## src/dll_pkg.sv

```systemverilog
// ----------------------------------------------------------------------------
// dll_pkg
// Operation and status codes and controller commands for the list manager.
// ----------------------------------------------------------------------------
package dll_pkg;

  localparam logic [3:0] OP_HPUSH  = 4'd0;
  localparam logic [3:0] OP_TPUSH  = 4'd1;
  localparam logic [3:0] OP_HPOP   = 4'd2;
  localparam logic [3:0] OP_TPOP   = 4'd3;
  localparam logic [3:0] OP_HPEEK  = 4'd4;
  localparam logic [3:0] OP_TPEEK  = 4'd5;
  localparam logic [3:0] OP_INS_B  = 4'd6;
  localparam logic [3:0] OP_INS_A  = 4'd7;
  localparam logic [3:0] OP_REMOVE = 4'd8;

  localparam logic [1:0] ST_OK    = 2'd0;
  localparam logic [1:0] ST_EMPTY = 2'd1;
  localparam logic [1:0] ST_FULL  = 2'd2;
  localparam logic [1:0] ST_BADREF = 2'd3;

  // controller to datapath
  typedef struct packed {
    logic load;     // capture input beat
    logic read;     // read links and data of target node
    logic exec;     // apply the update
    logic done;     // result handed to output register
  } dll_cmd_t;

  // datapath to controller
  typedef struct packed {
    logic out_busy;
  } dll_stat_t;

endpackage

```

## src/dll_ctrl.sv

```systemverilog
// ----------------------------------------------------------------------------
// dll_ctrl
// Sequencer: capture, read, execute, deliver.
// ----------------------------------------------------------------------------
module dll_ctrl (
  input  logic               clk,
  input  logic               rst,
  input  logic               in_valid,
  output logic               in_ready,
  input  dll_pkg::dll_stat_t stat,
  output dll_pkg::dll_cmd_t  cmd
);
  import dll_pkg::*;

  localparam logic [1:0] S_IDLE = 2'd0;
  localparam logic [1:0] S_READ = 2'd1;
  localparam logic [1:0] S_EXEC = 2'd2;
  localparam logic [1:0] S_DONE = 2'd3;

  logic [1:0] state, state_next;

  assign in_ready = (state == S_IDLE);

  always_comb begin
    state_next = state;
    cmd = '0;
    case (state)
      S_IDLE: if (in_valid) begin
        cmd.load = 1'b1;
        state_next = S_READ;
      end
      S_READ: begin
        cmd.read = 1'b1;
        state_next = S_EXEC;
      end
      S_EXEC: begin
        cmd.exec = 1'b1;
        state_next = S_DONE;
      end
      S_DONE: if (!stat.out_busy) begin
        cmd.done = 1'b1;
        state_next = S_IDLE;
      end
      default: state_next = S_IDLE;
    endcase
  end

  always_ff @(posedge clk) begin
    if (rst) state <= S_IDLE;
    else state <= state_next;
  end

  // one command at a time
  a_cmd: assert property (@(posedge clk) disable iff (rst) $onehot0(cmd))
    else $error("overlapping commands");
  // a load is always followed by a read
  a_seq: assert property (@(posedge clk) disable iff (rst) cmd.load |=> cmd.read)
    else $error("read did not follow load");
  // exec follows read
  a_exec: assert property (@(posedge clk) disable iff (rst) cmd.read |=> cmd.exec)
    else $error("exec did not follow read");

endmodule

```

## config.mk

```make
export PLATFORM = sky130hd
export DESIGN_NAME = dll_ctrl
export DESIGN_NICKNAME = d
export VERILOG_FILES = /design/src/dll_pkg.sv /design/src/dll_ctrl.sv
export SDC_FILE = /design/constraint.sdc
export NUM_CORES = 1
export LEC_CHECK = 0
export ABC_CLOCK_PERIOD_IN_PS = 3000
export BUFFER_PORTS_ARGS = -buffer_cell sky130_fd_sc_hd__buf_4
export CAP_MARGIN = 20
export CORE_AREA = 5 5 42 44
export DETAILED_ROUTE_END_ITERATION = 10
export DIE_AREA = 0 0 47 49
export HOLD_SLACK_MARGIN = 0.02
export PLACE_DENSITY_LB_ADDON = 0.2
export SYNTH_ARGS = -nofsm -noshare
export SYNTH_HDL_FRONTEND = slang
export SYNTH_SLANG_ARGS = --single-unit
```

## constraint.sdc

```tcl
create_clock -name clk -period 3 [get_ports clk]
set_input_delay 0.15 -clock clk [delete_from_list [all_inputs] [get_ports clk]]
set_output_delay 0.15 -clock clk [all_outputs]
set_load 0.01 [all_outputs]
```

==> summary.txt <==
Cells and area
  – Commonest cells after routing, fill and taps aside: buf_4 (8), ha_1 (4), inv_1 (3), clkbuf_4 (3)
  – Synthesis-to-finish area growth: 60.3%
  – Final non-filler cell area: 273 µm²
  – Count of nets after finishing: 39
  – Share of layout cells above drive strength 1: 44.8%
  – Largest register FFs: 2
  – Largest registers: state x2
  – Most common cell after layout, fill and taps aside: buf_4
  – Register with the highest flop count: state
  – Final antenna diode count: 0
  – # fillers: 163

Clocking
  – Quantity of gates resized following cts: 0
  – Clock transition at the registers of the reported paths: 0.03 ns
  – Clock buffers created by TritonCTS: 3
  – Clock latency on the worst-skew pair: 0.22 ns
  – Post CTS Setup Buffer Count: 0
  – Clock tree from TritonCTS: built
  – H-Tree Depth: 1
  – Buffers from clock root to sink, at most: 2
  – Number of hold-repair buffers added at the cts stage: 0
  – Clock sink count: 2
  – CTS Root Cell: clkbuf_4

Critical path
  – Family with the most delay on the worst path: flip-flops
  – Critical path buffer and inverter count: 2
  – Kind of end point of the critical path: output pin
  – Worst stage delay on the critical path: 0.37 ns
  – Worst path arrival time: 1.21 ns
  – Cells along the critical path: inv_1, ha_1, and2_1, buf_4
  – Critical-path maximum fanout: 4
  – Critical Setup Path Class: reg2out
  – Critical-path top delay cell: dfxtp_1
  – Required time at the worst-slack endpoint: 2.85 ns
  – Type of origin of the critical path: flip-flop

Yosys
  – Gate count of the mapped netlist: 18
  – Unique cell type count in the Yosys netlist: 11
  – Fraction of synthesized area in multiplexers: 5.88%
  – Xor/xnor share of the synthesized area: 0%
  – Combinational family with the most area after synthesis: adder cells
  – Number of warnings issued by yosys: 0
  – Number of register bits inferred by synthesis: 2
  – Top cells by area in the synthesized netlist: ha_1 (29%), dfxtp_1 (24%), a22oi_2 (7.4%)
  – Mean post-synth cell area: 9.45 µm²
  – Compound-Gate Fraction of Synth Area: 16.2%
  – Net count after synthesis: 26
  – Post-Synth Adder-Cell Area: 29.4%
  – Cell type contributing the most total cell area after synthesis: ha_1
  – Fraction of the yosys area taken by sequential cells: 23.5%
  – Cell area after synthesis: 170 µm²
  – Synthesized-area fraction occupied by and/or/nand/nor cells: 18.4%
  – Proportion of netlist area held by the largest area contributor: 29.4%

STA
  – Unrepaired setup endpoints after global routing: no
  – Max-Slew Margin vs Limit: 86.5%
  – Slew @ Worst Pin: 0.202 ns
  – Setup Skew: 0.00218 ns
  – Post-layout worst setup margin: 1.64 ns
  – Hold violation total from the final report: 0
  – Maximum clock frequency: 0.737 GHz
  – Number of setup violations in the final report: 0
  – Aggregate negative setup slack: 0 ns
  – Final min period: 1.36 ns
  – Ratio of final minimum period to clock period: 45.2%
  – Final-report max-slew violation count: 0

Floorplanning
  – Die X: 47 µm
  – Ports: 9
  – Core Footprint: 1400 µm²
  – Die Height: 49 µm
  – Effective utilization at floorplan: 12.1%
  – Die outline area: 2300 µm²
  – Rows: 14

Global route
  – Via count of the first global-routing pass: 147
  – Initial antenna violation count: 0
  – GRT Resource Usage Total: 3.94%
  – Largest net degree at the start of global routing: 5
  – First-pass GRT wire length: 586 µm
  – Total grt overflow: 0

Detailed routing
  – Number of remaining DRC errors: 0
  – Aggregate routed wire length: 381 µm
  – ANT nets after route: 0
  – 1st-pass router iterations: 1
  – Routed wire length per instance: 8.47 µm
  – Count of vias placed by the detailed router: 153
  – Detailed-route vias per instance: 3.40
  – Number of violations reported at the end of detailed-routing iteration 0: 0

Min path
  – Worst min path class: in2reg

Status
  – Run status: completed

Placement
  – Port bufs: 8
  – Area post-placement: 250 µm²
  – Last weighted congestion value of the routability-driven placer: 0.748
  – Worst setup timing slack at the placement stage: 1.81 ns
  – DPL Wire Length: 314 µm

Power
  – Static leakage power: 0.138 nW
  – PnR Total Power: 219 µW
  – Largest voltage drop on the vdd net: 253 µV
  – Power density normalized to cell area: 803 nW/µm²

Flow run
  – Max-cap violations: 0
[path summary, 6_finish.rpt]
kind / slack [ns] / depth (start not counted) / end / start
max: 1.64 / 4 / cmd[3] / state[0]$_SDFFE_PP0P_
min reg2reg: 0.53 / 2 / state[1]$_SDFFE_PP0P_ / state[1]$_SDFFE_PP0P_
max reg2reg: 1.80 / 5 / state[0]$_SDFFE_PP0P_ / state[0]$_SDFFE_PP0P_
min: 0.20 / 3 / state[0]$_SDFFE_PP0P_ / rst
[area by class of cell]
type                       instances  area (µm²)  area share [%]
multi-input combinational         13         119            43.6
timing repair buffer               8        60.1            22.0
sequential                         2        40.0            14.7
clock buffer                       3        22.5            8.26
tap                               16        20.0            7.34
inverter                           3        11.3            4.13
[worst reg2reg max path, stage by stage (launching register included)]
cell      delay [ns]
dfxtp_1         0.37
inv_1           0.08
ha_1            0.24
a211oi_1        0.23
nor2_1          0.06
o21a_1          0.10
[synthesized netlist by cell type]
cell type,n
ha_1,4
inv_1,3
dfxtp_1,2
nand2b_1,2
a211oi_1,1
a22oi_2,1
and2_1,1
and2b_2,1
mux2i_1,1
nor2_1,1
o21a_1,1
[power breakdown]
part	switching [mW]	internal, mW	leakage, nW
combinational	0.0538	0.0593	0.108
sequential	0.0105	0.0367	0.0166
clock	0.0147	0.0441	0.0138
[per-layer routing]
layer / GRT usage, % / wire length [µm] / vias up
met5: 0 / 0 / -
met4: 5.53 / 0 / 0
met3: 2.58 / 83 / 0
met2: 4.07 / 141 / 9
met1: 4.16 / 155 / 63
li1: - / - / 81
[stage by stage]
stage / utilization (%) / instances / hold WS [ns]
5_1_grt: 19.5 / 45 / 0.192
4_1_cts: 19.5 / 45 / 0.186
6_report: 19.5 / 45 / 0.198
3_5_place_dp: 17.9 / 42 / 0.429
3_3_place_gp: 17.9 / 42 / 0.428
2_1_floorplan: - / 18 / 0.308
[cell families (layout without fill, tap and decap cells)]
group | Yosys count | count (layout)
AOI/OAI and AO/OA | 3 | 3
adders and majority gates | 4 | 4
buffers and inverters | 3 | 14
DFF | 2 | 2
muxes | 1 | 1
and+or+nand+nor | 5 | 5
Note: power is estimated with default switching activity, not from simulation.
